$ cat config.mk
export PLATFORM = sky130hd
export DESIGN_NAME = sagr_back
export DESIGN_NICKNAME = d
export VERILOG_FILES = /design/src/sagr_pkg.sv /design/src/sagr_back.sv
export SDC_FILE = /design/constraint.sdc
export NUM_CORES = 1
export LEC_CHECK = 0
export BUFFER_PORTS_ARGS = -buffer_cell sky130_fd_sc_hd__buf_2
export CAP_MARGIN = 5
export CORE_AREA = 2 2 165 167
export DETAILED_ROUTE_END_ITERATION = 16
export DIE_AREA = 0 0 167 169
export GPL_ROUTABILITY_DRIVEN = 0
export SETUP_SLACK_MARGIN = 0.1
export SLEW_MARGIN = 20
export SYNTH_ARGS = -nofsm -noshare
export SYNTH_HDL_FRONTEND = slang
export SYNTH_SLANG_ARGS = --single-unit
$ cat constraint.sdc
create_clock -name clk_i -period 3 [get_ports clk_i]
set_input_delay 0.3 -clock clk_i [delete_from_list [all_inputs] [get_ports clk_i]]
set_output_delay 0.3 -clock clk_i [all_outputs]
set_load 0.05 [all_outputs]
$ cat src/sagr_pkg.sv
// Shared types and constants for the scaled alpha glyph renderer.
package sagr_pkg;

  localparam int SCALE_W = 21;
  localparam int RGB_W   = 24;
  localparam int QDEPTH  = 4;
  localparam int QAW     = $clog2(QDEPTH);
  localparam int NRES    = 3;

  localparam logic [2:0] REG_SCALE_X = 3'd0;
  localparam logic [2:0] REG_SCALE_Y = 3'd1;
  localparam logic [2:0] REG_FORE    = 3'd2;
  localparam logic [2:0] REG_BACK    = 3'd3;
  localparam logic [2:0] REG_BASE    = 3'd4;

  localparam logic OP_HDR    = 1'b0;
  localparam logic OP_PIX    = 1'b1;
  localparam logic KIND_RECT = 1'b0;
  localparam logic KIND_STAT = 1'b1;

  typedef struct packed {
    logic [SCALE_W-1:0] sx;
    logic [SCALE_W-1:0] sy;
    logic [RGB_W-1:0]   fore;
    logic [RGB_W-1:0]   back;
    logic [RGB_W-1:0]   base;
  } cfg_t;

  typedef struct packed {
    logic              kind;
    logic [15:0]       x;
    logic [15:0]       y;
    logic [15:0]       w;
    logic [15:0]       h;
    logic [RGB_W-1:0]  color;
    logic [15:0]       fedge;
  } res_t;

  typedef struct packed {
    logic [1:0]           cnt;
    res_t [NRES-1:0]      r;
  } ent_t;

endpackage

$ cat src/sagr_back.sv
// Back end: walks a result group and drives the output register.
module sagr_back import sagr_pkg::*; (
  input  logic  clk_i,
  input  logic  rst_ni,
  input  logic  nonempty_i,
  input  ent_t  head_i,
  output logic  pop_o,
  output logic  out_valid_o,
  input  logic  out_stall_i,
  output res_t  res_o,
  output logic  last_o
);

  logic [1:0] idx_q;
  logic       v_q, load, fin;
  res_t       res_q;
  logic       last_q;

  assign load        = nonempty_i && (!v_q || !out_stall_i);
  assign fin         = idx_q == head_i.cnt - 2'd1;
  assign pop_o       = load && fin;
  assign out_valid_o = v_q;
  assign res_o       = res_q;
  assign last_o      = last_q;

  always_ff @(posedge clk_i or negedge rst_ni) begin
    if (!rst_ni) begin
      v_q   <= 1'b0;
      idx_q <= '0;
    end else begin
      if (load) begin
        v_q   <= 1'b1;
        idx_q <= fin ? 2'd0 : idx_q + 2'd1;
      end else if (!out_stall_i) begin
        v_q <= 1'b0;
      end
    end
  end

  always_ff @(posedge clk_i) begin
    if (load) begin
      res_q  <= head_i.r[idx_q];
      last_q <= fin;
    end
  end

endmodule

After elaboration in Yosys (flattened, before gate mapping)
Cells that the tools add are included.
Word-level totals
  register bits: 109
  output and inout port bits: 108
  word-level logic and storage cells: 25
  input port bits: 321
Cells by class
  multiplexer cells: 5
  add/sub/neg operators: 2
  order comparisons: 1
  equality and inequality tests: 2
  reduce and logical (&&, ||, !) cells: 5
Operator list (count)
  $bmux W105 S2: 1
  $mux W105: 1
  $lt A2 B3 Y1 const B: 1
  $add A2 B1 Y2 const B: 1
  $eq A2 B2 Y1: 1
  $logic_and A1 B1 Y1: 2
  $logic_not A1 Y1: 2
  $mux W1: 2
  $mux W2: 1
  $ne A2 B1 Y1 const B: 1
  $sub A2 B1 Y2 const B: 1
  $logic_or A1 B1 Y1: 1

Longest topological paths before layout
  word-level depth: 4
  depth in mapped cells: 7
  mapped depth without buffers: 3

Worst setup path before layout
OpenSTA, ideal clock, no wires.
  path type: register -> output
  start point: reg v_q (netlist: out_valid_o)
  end point: out pop_o
  required time: 2.700 ns
  arrival: 3.578 ns
  path slack: -0.878 ns
  cell stages (with the launch flop): 4
  buffers on the path: 0
  cell sequence: dfrtp_1 > a21bo_2 > inv_1 > and2_1
On the way
  word-level cells in the longest chain between the ends: 4
Ends and longest elaborated chain
  from (decl): RTL line sagr_back.sv:15  | logic v_q, load, fin;
  from (signal assigned): RTL line sagr_back.sv:28  | v_q <= 1'b0;
  from (signal assigned): RTL line sagr_back.sv:32  | v_q <= 1'b1;
  from (signal assigned): RTL line sagr_back.sv:35  | v_q <= 1'b0;
  $logic_not A1 Y1: RTL line sagr_back.sv:19  | assign load = nonempty_i && (!v_q || !out_stall_i);
  $logic_or A1 B1 Y1: RTL line sagr_back.sv:19
  $logic_and A1 B1 Y1: RTL line sagr_back.sv:19
  net load: RTL line sagr_back.sv:15
  $logic_and A1 B1 Y1: RTL line sagr_back.sv:21  | assign pop_o = load && fin;
  to (decl): RTL line sagr_back.sv:7  | output logic pop_o,
The timed path passes the listed nets, and every way through them passes these cells.

Worst setup path in the final report
  start point: reg idx_q[1]
  end point: out pop_o
On the way
  word-level cells in the longest chain between the ends: 2
Ends and longest elaborated chain
  from (decl): RTL line sagr_back.sv:14  | logic [1:0] idx_q;
  from (signal assigned): RTL line sagr_back.sv:33  | idx_q <= fin ? 2'd0 : idx_q + 2'd1;
  $eq A2 B2 Y1: RTL line sagr_back.sv:20  | assign fin = idx_q == head_i.cnt - 2'd1;
  net fin: RTL line sagr_back.sv:15
  $logic_and A1 B1 Y1: RTL line sagr_back.sv:21
The timed path passes the listed nets, and every way through them passes these cells.

==> summary.md <==
| Metric | Value |
|---|---|
| Vias per Instance | 4.22 |
| Worst slew margin | 0.573 |
| CTS Buf Count | 9 |
| Commonest cells after routing, fill and taps aside | 428 x buf_2, 106 x mux2i_1, 106 x edfxtp_1 |
| Worst slew pin tran | 641 ps |
| Crit Path Category | flip-flop to output pin |
| Area fraction of the dominant cell type after synthesis | 0.574 |
| Fillers | 2,761 |
| Vias | 5,203 |
| Period minus WS final | 2430 ps |
| Share of layout cells above drive strength 1 | 0.513 |
| Post-CTS setup repair buffer count | 0 |
| Drt pass-1 iters | 4 |
| Hold Vio Cnt, Final | 0 |
| Max Slew Vio Count | 0 |
| Synth warnings | 0 |
| Worst Setup SP | idx_q[1]$_DFFE_PN0P_ |
| Initial antenna violation count | 0 |
| Syn Nets | 797 |
| Synthesis-to-layout area growth | 50.1% |
| Commonest non-fill, non-tap cell in the layout | buf_2 |
| NumNets Final | 1,209 |
| RSZ-0062 raised after global routing | no |
| Count of cell types in the netlist | 20 |
| Final Power | 6.81 mW |
| Run status | complete, no violations |
| Post-synthesis area per instance | 11.6 um^2 |
| Ports | 429 |
| Hold_sp | nonempty_i |
| CP peak stage delay | 700 ps |
| Top post-synthesis cells by area | edfxtp_1 57%, mux2i_1 19%, nand2_1 7.1%, o21ai_0 6.9%, o21ai_1 2.6% |
| HPWL after detailed placement | 14.8 mm |
| Die Span Y | 169 um |
| Wirelength per Cell | 15.4 um |
| Dpl ws | 915 ps |
| All-layer global routing usage | 0.129 |
| Worst path bufs/invs | 1 |
| Fin util | 0.314 |
| CTS clk-pin slew, worst paths | 80 ps |
| DRT iter0 DRCs | 251 |
| Crit-path cells | xnor2_1 -> mux2i_1 -> and2_2 -> buf_2 |
| Initial Utilization | 0.209 |
| CP max stage cell | dfrtp_4 |
| WL final | 19.1 mm |
| Die area | 28,200 um^2 |
| Area of the core | 26,500 um^2 |
| Sequential area share after synthesis | 0.588 |
| PortBufs | 428 |
| Critical path endpoint category | output pin |
| Post_cts resized | 0 |
| F_max | 411 MHz |
| Leak | 3.93 nW |
| CP startpoint kind | flip-flop |
| Syn Std Cell Area | 5540 um^2 |
| Worst EP arrival | 2130 ps |
| Die X-Extent | 167 um |
| Peak fanout along the critical path | 32 |
| Final Worst Setup Slack | 570 ps |
| FF+latch count, synth | 109 |
| Worst vdd ir | 361 uV |
| Worst-skew pair later-pin latency | 360 ps |
| MaxCap Viol Count | 0 |
| Crit Reg-Reg Startpoint | idx_q[0]$_DFFE_PN0P_ |
| # rows | 60 |
| Synth area leader | edfxtp_1 |
| Vias in the first global route | 5,299 |
| Clock Tree Buf Depth | 2 |
| Crit share post-route | 0.810 |
| Synth Instances | 476 |
| CTS HTree Levels | 3 |
| Required @ worst endpoint | 2700 ps |
| Global route overflow | 0 |
| Root Buffer | clkbuf_16 |
| ANT nets after route | 0 |
| Power Dens Cells | 818 nW/um^2 |
| TritonCTS clock tree | built |
| Max Clock Skew | 7.77 ps |
| # clock sinks | 109 |
| Largest net degree at the start of global routing | 63 |
| Final setup viols | 0 |
| First-pass GRT wire length | 28.3 mm |
| Worst path top cell family by delay | flip-flops |
| Area occupied by multi-input gates | 2080 um^2 |
| Remaining DRCs | 0 |
| Inserted Diodes | 0 |
| Register area | 3270 um^2 |
| Worst Hold Class | input pin to flip-flop |
-- sequential cells by signal, indices dropped and copies added, names as in the netlist --
| signal | cells |
|---|---|
| out_valid_o | 1 |
| res_o | 105 |
| idx_q | 2 |
| last_o | 1 |
-- through the flow --
| step | instance area [um^2] | std cells | TNS, ps | hold slack, ps |
|---|---|---|---|---|
| floorplan | 5560 | 476 | -22.8 | 4.41 |
| detailed placement | 8030 | 1217 | 0 | 108 |
| global route | 8320 | 1234 | 0 | 144 |
| global placement | 8030 | 1217 | 0 | 109 |
| CTS | 8320 | 1234 | 0 | 128 |
| finish | 8320 | 1234 | 0 | 149 |
-- report_power, final --
group          switching, mW  internal, mW
clock network          0.604         0.579
logic                   2.15          1.06
registers              0.235          2.19
total                   2.99          3.83
-- cells in the mapped netlist --
| master | n |
|---|---|
| a221o_1 | 1 |
| a211oi_1 | 2 |
| edfxtp_1 | 106 |
| buf_2 | 14 |
| buf_6 | 4 |
| inv_1 | 3 |
| clkbuf_1 | 12 |
| nand2_1 | 105 |
| dfrtp_1 | 3 |
| nor2b_1 | 1 |
| a21o_1 | 2 |
| a21bo_2 | 1 |
| o21ai_0 | 76 |
| o21ai_1 | 29 |
| a21oi_1 | 1 |
| xnor2_1 | 1 |
| nand2b_1 | 2 |
| and2_1 | 1 |
| mux2i_1 | 106 |
| buf_4 | 6 |
-- logic make-up after synthesis --
kind of cell | count (synthesis) | synth area share
DFF | 109 | 0.588
and+or+nand+nor | 109 | 0.0756
buffers and inverters | 39 | 0.0390
muxes | 106 | 0.191
xor gates and xnor gates | 1 | 0.00158
AOI/OAI and AO/OA | 112 | 0.105
-- worst paths after layout --
check | to | slack, ps | cells past startpoint
setup reg to reg | res_o[74]$_DFFE_PP_ | 1150 | 4
max in group asynchronous | idx_q[0]$_DFFE_PN0P_ | 2590 | 2
hold reg to reg | out_valid_o$_DFFE_PN0P_ | 520 | 1
hold / removal | out_valid_o$_DFFE_PN0P_ | 150 | 2
min in group asynchronous | idx_q[1]$_DFFE_PN0P_ | 280 | 2
setup / recovery | pop_o | 570 | 4
-- routing by layer --
| layer | global-route usage | routed length (um) | up-vias |
|---|---|---|---|
| met5 | 0 | 0 | - |
| met4 | 0.0439 | 266 | 0 |
| met3 | 0.0269 | 1480 | 14 |
| met2 | 0.235 | 9640 | 259 |
| met1 | 0.152 | 7660 | 2377 |
| li1 | - | - | 2553 |
-- area by class of cell --
| cell class | instances | area share |
|---|---|---|
| multi-input cells | 328 | 0.250 |
| flip-flops and latches | 109 | 0.392 |
| well taps | 341 | 0.0513 |
| inverters | 3 | 0.00180 |
| repair buffers | 437 | 0.270 |
| clock buffers | 9 | 0.0271 |
| clock inverters | 7 | 0.00676 |
-- timing repair --
| item | CTS | global route |
|---|---|---|
| hold buffers | 1 | 0 |
| endpoints found under the hold margin | 3 | 0 |
| endpoints found under the setup margin | 0 | 0 |
No activity file was read; power rests on OpenSTA's default activity.
