### src/sagr_pkg.sv
// Shared types and constants for the scaled alpha glyph renderer.
package sagr_pkg;

  localparam int SCALE_W = 21;
  localparam int RGB_W   = 24;
  localparam int QDEPTH  = 4;
  localparam int QAW     = $clog2(QDEPTH);
  localparam int NRES    = 3;

  localparam logic [2:0] REG_SCALE_X = 3'd0;
  localparam logic [2:0] REG_SCALE_Y = 3'd1;
  localparam logic [2:0] REG_FORE    = 3'd2;
  localparam logic [2:0] REG_BACK    = 3'd3;
  localparam logic [2:0] REG_BASE    = 3'd4;

  localparam logic OP_HDR    = 1'b0;
  localparam logic OP_PIX    = 1'b1;
  localparam logic KIND_RECT = 1'b0;
  localparam logic KIND_STAT = 1'b1;

  typedef struct packed {
    logic [SCALE_W-1:0] sx;
    logic [SCALE_W-1:0] sy;
    logic [RGB_W-1:0]   fore;
    logic [RGB_W-1:0]   back;
    logic [RGB_W-1:0]   base;
  } cfg_t;

  typedef struct packed {
    logic              kind;
    logic [15:0]       x;
    logic [15:0]       y;
    logic [15:0]       w;
    logic [15:0]       h;
    logic [RGB_W-1:0]  color;
    logic [15:0]       fedge;
  } res_t;

  typedef struct packed {
    logic [1:0]           cnt;
    res_t [NRES-1:0]      r;
  } ent_t;

endpackage

### src/sagr_cfg.sv
// APB register file holding scale factors and colors.
module sagr_cfg import sagr_pkg::*; (
  input  logic        clk_i,
  input  logic        rst_ni,
  input  logic        psel,
  input  logic        penable,
  input  logic        pwrite,
  input  logic [4:0]  paddr,
  input  logic [31:0] pwdata,
  output logic [31:0] prdata,
  output logic        pready,
  output cfg_t        cfg_o
);

  cfg_t       cfg_q, cfg_d;
  logic [2:0] idx;

  assign idx    = paddr[4:2];
  assign pready = 1'b1;
  assign cfg_o  = cfg_q;

  always_comb begin
    cfg_d = cfg_q;
    if (psel && penable && pwrite) begin
      case (idx)
        REG_SCALE_X: cfg_d.sx   = pwdata[SCALE_W-1:0];
        REG_SCALE_Y: cfg_d.sy   = pwdata[SCALE_W-1:0];
        REG_FORE:    cfg_d.fore = pwdata[RGB_W-1:0];
        REG_BACK:    cfg_d.back = pwdata[RGB_W-1:0];
        REG_BASE:    cfg_d.base = pwdata[RGB_W-1:0];
        default: ;
      endcase
    end
  end

  always_comb begin
    case (idx)
      REG_SCALE_X: prdata = 32'(cfg_q.sx);
      REG_SCALE_Y: prdata = 32'(cfg_q.sy);
      REG_FORE:    prdata = 32'(cfg_q.fore);
      REG_BACK:    prdata = 32'(cfg_q.back);
      REG_BASE:    prdata = 32'(cfg_q.base);
      default:     prdata = '0;
    endcase
  end

  always_ff @(posedge clk_i or negedge rst_ni) begin
    if (!rst_ni) begin
      cfg_q.sx   <= SCALE_W'(65536);
      cfg_q.sy   <= SCALE_W'(65536);
      cfg_q.fore <= 24'hFFFFFF;
      cfg_q.back <= '0;
      cfg_q.base <= '0;
    end else begin
      cfg_q <= cfg_d;
    end
  end

endmodule

### config.mk
export PLATFORM = sky130hd
export DESIGN_NAME = sagr_cfg
export DESIGN_NICKNAME = d
export VERILOG_FILES = /design/src/sagr_pkg.sv /design/src/sagr_cfg.sv
export SDC_FILE = /design/constraint.sdc
export NUM_CORES = 1
export LEC_CHECK = 0
export BUFFER_PORTS_ARGS = -buffer_cell sky130_fd_sc_hd__buf_2
export CAP_MARGIN = 0
export CELL_PAD_IN_SITES_DETAIL_PLACEMENT = 0
export CELL_PAD_IN_SITES_GLOBAL_PLACEMENT = 1
export CORE_AREA = 2 2 136 138
export DETAILED_ROUTE_END_ITERATION = 16
export DIE_AREA = 0 0 138 140
export GPL_ROUTABILITY_DRIVEN = 0
export HOLD_SLACK_MARGIN = 0.08
export PLACE_DENSITY = 0.62
export SLEW_MARGIN = 25
export SYNTH_ARGS = -nofsm -noshare
export SYNTH_HDL_FRONTEND = slang
export SYNTH_SLANG_ARGS = --single-unit
### constraint.sdc
create_clock -name clk_i -period 1.3 [get_ports clk_i]
set_clock_uncertainty 0.2 [all_clocks]
set_input_delay 0 -clock clk_i [delete_from_list [all_inputs] [get_ports clk_i]]
set_output_delay 0 -clock clk_i [all_outputs]
set_load 0.01 [all_outputs]
Yosys cells after proc, flatten, opt, wreduce, memory -nomap -nowiden

Index checks and enable logic that the tools add are counted.

Register bits after elaboration: 114
Bits of input ports: 42
Word-level logic and storage cells: 18

Equality and inequality tests: 4
Muxes and demuxes: 1
Reductions and logical operators: 8

Operators by type and width:

| operator             | count |
|---|---|
| $pmux W24 S5         | 1 |
| $reduce_and A2 Y1    | 5 |
| $eq A3 B2 Y1 const B | 2 |
| $eq A3 B1 Y1 const B | 1 |
| $eq A3 B3 Y1 const B | 1 |
| $logic_not A3 Y1     | 1 |
| $logic_and A1 B1 Y1  | 2 |

Depth between registers and ports, before layout

Gate-level depths: netlist of the first run.

Depth in word-level cells: 3
Gate-level depth with buffers: 6

Worst setup path after synthesis of the first run

No wires, ideal clock.

Path kind: input to register
Start point: input paddr[4]
End point: register cfg_q (netlist bit cfg_o[51])
Data arrival time: 1074 ps
Required time: 1018 ps
Slack: -57 ps
Stages on the path: 4
Path through: nand4b_4 -> nor3b_2 -> buf_4 -> mux2_2

Word-level cells in the longest chain between the ends: 2

RTL lines:

| element                            | RTL line       | RTL |
|---|---|---|
| start, declared                    | sagr_cfg.sv:8  | `input logic [4:0] paddr,` |
| $eq A3 B2 Y1                       | sagr_cfg.sv:25 | `case (idx)` |
| $reduce_and A2 Y1 (no source line) | n/a            |  |
| end signal, assigned               | sagr_cfg.sv:55 | `cfg_q <= cfg_d;` |
| end, declared                      | sagr_cfg.sv:15 | `cfg_t cfg_q, cfg_d;` |

No other way between the ends.
A chain may end at the register's enable or synchronous reset.

Worst setup path after layout of the first run

Start point: register cfg_q (netlist bit cfg_o[35])
End point: output prdata[11]

Word-level cells in the longest chain between the ends: 1

RTL lines:

| element       | RTL line       | RTL |
|---|---|---|
| $pmux W24 S5  | sagr_cfg.sv:37 | `case (idx)` |
| end, declared | sagr_cfg.sv:10 | `output logic [31:0] prdata,` |

No other way between the ends.

==> results of run 1 <==
tightest hold or removal path, delay by kind of cell:
family / cells / cell delay, ps
buf+inv: 3 / 1140
metal layers:
| layer | wire [um] | vias to the layer above | share of wire (%) | global-route usage (%) |
|---|---|---|---|---|
| met5 | 0 | - | 0 | 0 |
| met4 | 121 | 0 | 0.69 | 5.53 |
| met3 | 994 | 10 | 5.7 | 5.20 |
| met2 | 8640 | 153 | 50 | 30.3 |
| met1 | 7670 | 2124 | 44 | 22.9 |
| li1 | - | 1894 | - | - |
synth_stat cells, types with 2 or more instances:
| master | count |
|---|---|
| sky130_fd_sc_hd__buf_2 | 8 |
| sky130_fd_sc_hd__dfrtp_1 | 88 |
| sky130_fd_sc_hd__a22oi_1 | 20 |
| sky130_fd_sc_hd__mux2_2 | 138 |
| sky130_fd_sc_hd__a22o_1 | 3 |
| sky130_fd_sc_hd__clkbuf_1 | 10 |
| sky130_fd_sc_hd__nor3b_2 | 2 |
| sky130_fd_sc_hd__buf_8 | 2 |
| sky130_fd_sc_hd__buf_6 | 2 |
| sky130_fd_sc_hd__buf_4 | 15 |
| sky130_fd_sc_hd__dfstp_2 | 26 |
| sky130_fd_sc_hd__conb_1 | 2 |
| sky130_fd_sc_hd__nor2b_1 | 3 |
| sky130_fd_sc_hd__o21ai_0 | 21 |
| sky130_fd_sc_hd__a32oi_1 | 21 |
| sky130_fd_sc_hd__nand2_1 | 2 |
what timing repair did:
item                                    CTS  global route
hold endpoints to repair                228             8
cloned                                    0             1
pin swaps                                 9            11
setup buffers                            27            12
gates resized for setup                  64            49
endpoints found under the setup margin   43           173
power breakdown:
group | switching, W | internal [W]
Combinational | 0.00153 | 0.00214
Clock | 0.00156 | 0.00287
Sequential | 0.000570 | 0.00437
Total | 0.00366 | 0.00938
layout make-up:
type                            instances  area [um^2]
Timing Repair Buffer                  267         2100
Clock buffer                           27          513
Tap cell                              229          287
Fill cell                            1616         9600
Clock inverter                          5         52.6
Inverter                                1         3.75
Multi-Input combinational cell        226         2340
Sequential cell                       114         2890
worst paths after layout:
| path | startpoint | endpoint | slack [ps] |
|---|---|---|---|
| max reg2reg | cfg_o[96] | cfg_o[96] | 110 |
| min | rst_ni | cfg_o[46] | 50 |
| min in group clk_i | penable | cfg_o[85] | 120 |
| min reg2reg | cfg_o[87] | cfg_o[87] | 330 |
| max | cfg_o[35] | prdata[11] | -370 |
| max in group asynchronous | rst_ni | cfg_o[57] | 130 |
cell families after synthesis:
kind of cell / after synthesis
DFF: 114
buffers and inverters: 38
other: 2
and+or+nand+nor: 13
muxes: 138
AOI/OAI and AO/OA: 66
per-stage QoR:
step           std cells  worst slack, ps  util (%)  cell area (um^2)  hold WS (ps)
6_report             869             -367      46.0              8180          48.7
5_1_grt              869             -455      46.0              8180          81.1
4_1_cts              860             -403      44.2              7870           103
3_5_place_dp         774             -280      37.2              6620          -326
3_3_place_gp         774             -288      37.2              6620          -329
2_1_floorplan        378            -11.8         -              5330          -496
==> metrics.txt, run 1 <==
CP Cell Sequence mux2_4 -> a32oi_2 -> o21ai_1 -> buf_2; Die H between 100 and 150 um; setup TNS -8360 ps; CTS tree done; number of nets with antenna violations after detailed routing 0; compound-cell area share of the yosys netlist about 9%; first-pass GRT wire length around 27000 um; average wire per cell in the routed design 20.1 um; dominant register cell in the synthesized netlist sky130_fd_sc_hd__dfrtp_1; Setup WS post-layout -367 ps; Max stage delay on crit path between 300 and 400 ps; startpoint types register; antenna violations before repair 0; Slew Limit Fails 0; clock buffers created by TritonCTS 17; headroom to the max-slew limit a little under three fifths; fraction of synthesized area in multiplexers 29.4%; minimum clock period after layout roughly 1700 ps; Synth async-reset ratio between 90% and 100%; Worst Path Arrival between 1000 and 1500 ps; biggest area contributors in the synthesized netlist sky130_fd_sc_hd__dfrtp_1 (42%), sky130_fd_sc_hd__mux2_2 (29%), sky130_fd_sc_hd__dfstp_2 (13%); leakage power of the design around 4 nW; final hold violation count 0; quantity of hold-fixing buffers added after cts 27; depth of the critical timing path with buffers and inverters included 4; Post-Synth XOR/XNOR Area 0%; standard cell with the maximum stage delay on the critical path sky130_fd_sc_hd__dfrtp_1; wire length reported by the detailed router around 17000 um; number of synthesized flops with an enable pin 0; largest delay contributor family on the critical path flip-flops; worst voltage drop across the vdd grid 0.946 mV; synth unique cells 24; commonest cells after routing, fill and taps aside sky130_fd_sc_hd__buf_2 (128), sky130_fd_sc_hd__mux2_2 (119), sky130_fd_sc_hd__dfrtp_1 (88), sky130_fd_sc_hd__buf_6 (59), sky130_fd_sc_hd__buf_4 (44); # port buffers 169; register bit total from synthesis about 110; main combinational cell family by area after synthesis multiplexers; warning count from the yosys run 0; total routing usage reported by global routing approximately 18%; total power per unit cell area 1600 nW/um^2; share of final-layout standard cells stronger than drive strength 1 about 70%; critical path data required time between 1000 and 1500 ps; clock-pin transition on the worst setup and hold timing paths about 50 ps; number of nets in the final layout around 670; average size of a mapped cell ~14 um^2; total via count in the routed design 4181; total overflow reported by the global router 0; synthesized cell area around 5300 um^2; most common cell after layout, fill and taps aside sky130_fd_sc_hd__buf_2; area fraction of the dominant cell type after synthesis 41.7%; TritonCTS sink count 114; sum of buffers and inverters on the critical path 1; H-tree Lvls 4; die footprint around 19000 um^2; flip-flop count of the largest register after layout between 100 and 150; worst-skew pair later-pin latency a little over 400 ps; failing checks setup timing; max-cap check violation count 0; outcome complete, but fails checks; FP Rows 49; power after layout between 0.01 and 0.015 W; final antenna diode count 0; die width 138 um; largest net degree at the start of global routing 52; DRC violation count after routing 0; unrepaired setup endpoints after global routing true; worst-path maximum fanout 2; vias in the first global route 4631; start-to-end type of the worst setup path register to output port; post-route clock period utilization 128%; placeable core region 17800 um^2; length in cells of the worst reg-to-reg path 3; synthesized-area fraction occupied by and/or/nand/nor cells 2.09%; initial detailed-routing violation count around 160; Max Clock Freq around 600 MHz; Final setup viols 37; total I/O pin count roughly 190; clock root cell sky130_fd_sc_hd__clkbuf_16; sequential-to-total area share from yosys stat a little over half; Tightest Pin Transition between 600 and 700 ps; Crit. End Element output port; maximum buffer depth of the clock tree 2; DP HPWL about 11000 um; Area growth syn-to-layout 55.0%; Syn Inst Count 371; path class of the lowest-slack min-delay path input pin to async pin; Synth area leader sky130_fd_sc_hd__dfrtp_1; 1st-pass router iterations 4; effective utilization at floorplan ~30%; drt via density approximately 4.8; adder and majority cell fraction of the synthesized area 0%
Note: power is estimated with default switching activity, not from simulation.
==> run 2, diff against run 1 <==
Settings changed: GPL_TIMING_DRIVEN set to 0.
==> run 2 against run 1 <==
  * The run ends with hold timing, setup timing left
  * Core utilization decreased by 1.6 points
  * Routed wire length decreased by 0.36%
  * Setup slack got worse by 39 ps
  * Fmax decreased by 2.3%
  * Highest routed layer unchanged
  * Critical endpoint is now prdata[7]
  * Die area unchanged
  * Non-clock buffer count decreased by 7
  * Sequential cell count unchanged
==> metrics.txt, run 2 (synthesis results as in run 1) <==
leakage power of the design 3.83 nW (was 3.96 nW); worst voltage drop across the vdd grid 0.914 mV (was 0.946 mV); Worst R2R Setup Slack 180 ps (was 110 ps); sum of buffers and inverters on the critical path 1 (unchanged); die width 138 um (unchanged); number of cells in the finished layout apart from fillers 862 (was 869); commonest cells after routing, fill and taps aside sky130_fd_sc_hd__buf_2 (135), sky130_fd_sc_hd__mux2_2 (118), sky130_fd_sc_hd__dfrtp_1 (88), sky130_fd_sc_hd__buf_6 (52), sky130_fd_sc_hd__buf_4 (36) (was sky130_fd_sc_hd__buf_2 (128), sky130_fd_sc_hd__mux2_2 (119), sky130_fd_sc_hd__dfrtp_1 (88), sky130_fd_sc_hd__buf_6 (59), sky130_fd_sc_hd__buf_4 (44)); final antenna diode count 0 (unchanged); CP Cell Sequence mux2_4 -> a32oi_2 -> o21ai_1 -> buf_2 (unchanged); H-tree Lvls 4 (unchanged); initial detailed-routing violation count 144 (was 161); post-route cell area 7900 um^2 (was 8180 um^2); Max Clock Freq 586 MHz (was 600 MHz); total via count in the routed design 4157 (was 4181); worst-path maximum fanout 2 (unchanged); total I/O pin count 189 (unchanged); failing checks hold timing, setup timing (was setup timing); share of final-layout standard cells stronger than drive strength 1 67.6% (was 70.2%); headroom to the max-slew limit 47.9% (was 56.7%); DP HPWL 11900 um (was 11500 um); FP Rows 49 (unchanged); vias in the first global route 4527 (was 4631); TritonCTS sink count 114 (unchanged); wire length reported by the detailed router 17400 um (about the same); antenna violations before repair 0 (unchanged); Slew Limit Fails 0 (unchanged); die footprint 19300 um^2 (unchanged); first-pass GRT wire length 26700 um (was 26900 um); clock root cell sky130_fd_sc_hd__clkbuf_16 (unchanged); minimum clock period after layout 1710 ps (was 1670 ps); maximum buffer depth of the clock tree 2 (unchanged); # port buffers 169 (unchanged); DRC violation count after routing 0 (unchanged); startpoint types register (unchanged); Final setup viols 31 (was 37); clock-pin transition on the worst setup and hold timing paths 50 ps (about the same); Setup WS post-layout -406 ps (was -367 ps); power after layout 0.0128 W (was 0.0130 W); largest delay contributor family on the critical path flip-flops (unchanged); effective utilization at floorplan 29.7% (unchanged); total routing usage reported by global routing 18.2% (about the same); placeable core region 17800 um^2 (unchanged); outcome complete, but fails checks (unchanged); Area growth syn-to-layout 49.7% (was 55.0%); standard cell with the maximum stage delay on the critical path sky130_fd_sc_hd__dfrtp_1 (unchanged); instance area after placement 6500 um^2 (was 6620 um^2); total overflow reported by the global router 0 (unchanged); post-route clock period utilization 131% (was 128%); total power per unit cell area 1620 nW/um^2 (was 1600 nW/um^2); most common cell after layout, fill and taps aside sky130_fd_sc_hd__buf_2 (unchanged); Max stage delay on crit path 380 ps (about the same); CTS tree done (unchanged); Final Core Density 44.4% (was 46.0%); quantity of hold-fixing buffers added after cts 25 (was 27); worst hold margin -79.9 ps (was 48.7 ps); path class of the lowest-slack min-delay path input pin to async pin (unchanged); number of cells after detailed placement 777 (was 774); largest net degree at the start of global routing 61 (was 52); start-to-end type of the worst setup path register to output port (unchanged); number of nets with antenna violations after detailed routing 0 (unchanged); 1st-pass router iterations 4 (unchanged); drt via density 4.82 (was 4.81); Die H 140 um (unchanged); Worst Path Arrival 1510 ps (was 1470 ps); critical path data required time 1100 ps (about the same); clock buffers created by TritonCTS 17 (unchanged); number of nets in the final layout 662 (was 669); Tightest Pin Transition 782 ps (was 648 ps); average wire per cell in the routed design 20.1 um (about the same); Crit. End Element output port (unchanged); final hold violation count 44 (was 0); max-cap check violation count 0 (unchanged); unrepaired setup endpoints after global routing true (unchanged); worst-skew pair later-pin latency 410 ps (about the same); flip-flop count of the largest register after layout 114 (unchanged)
## run 2: cell count changes in the layout (fill, tap and decap cells not counted), moves of 6 or more
cell,change
sky130_fd_sc_hd__a32oi_1,+6
sky130_fd_sc_hd__buf_4,-8
sky130_fd_sc_hd__buf_12,-8
sky130_fd_sc_hd__a32oi_2,-6
sky130_fd_sc_hd__buf_2,+7
sky130_fd_sc_hd__buf_6,-7
## run 2: layout make-up
class | count | area [um^2]
clock inverters | 6 | 80.1
inverters | 1 | 3.75
flip-flops and latches | 114 | 2890
well taps | 229 | 287
repair buffers | 223 | 1580
multi-input cells | 226 | 2280
fillers | 1672 | 9880
clock buffers | 26 | 489
plain buffers | 37 | 300
## run 2: final timing paths
path | start | endpoint | cells after the start
setup / recovery | cfg_o[31] | prdata[7] | 4
hold / removal | rst_ni | cfg_o[22] | 2
setup reg to reg | cfg_o[70] | cfg_o[70] | 3
hold reg to reg | cfg_o[38] | cfg_o[38] | 1
max in group asynchronous | rst_ni | cfg_o[55] | 3
min in group clk_i | paddr[2] | cfg_o[100] | 3
## run 2: repair_timing
item / 4_1_cts / 5_1_grt
hold endpoints to repair: 219 / 54
buffers inserted: 23 / 8
setup endpoints to repair: 77 / 96
pin swaps: 8 / 11
gates cloned: 0 / 0
resized for setup: 62 / 47
## run 2: routing by layer
metal  track usage, %  vias to the layer above  routed length (um)
met5                0                        -                   0
met4             5.48                        0                 190
met3             5.68                       16                 971
met2             30.5                      142                8510
met1             22.7                     2110                7700
li1                 -                     1889                   -
## run 2: metrics by stage
step	setup TNS (ps)	hold WS [ps]	setup slack, ps
floorplan	-464	-496	-11.8
global placement	-189730	58.2	-1300
detailed placement	-60880	-202	-787
CTS	-9510	-67.5	-427
global route	-11020	-49.7	-499
finish	-8790	-79.9	-406
## run 2: power breakdown
part / internal, W / switching [W] / leakage [nW]
Combinational: 0.00193 / 0.00147 / 2.15
Clock: 0.00295 / 0.00155 / 0.282
Sequential: 0.00437 / 0.000551 / 1.40
Total: 0.00925 / 0.00357 / 3.83
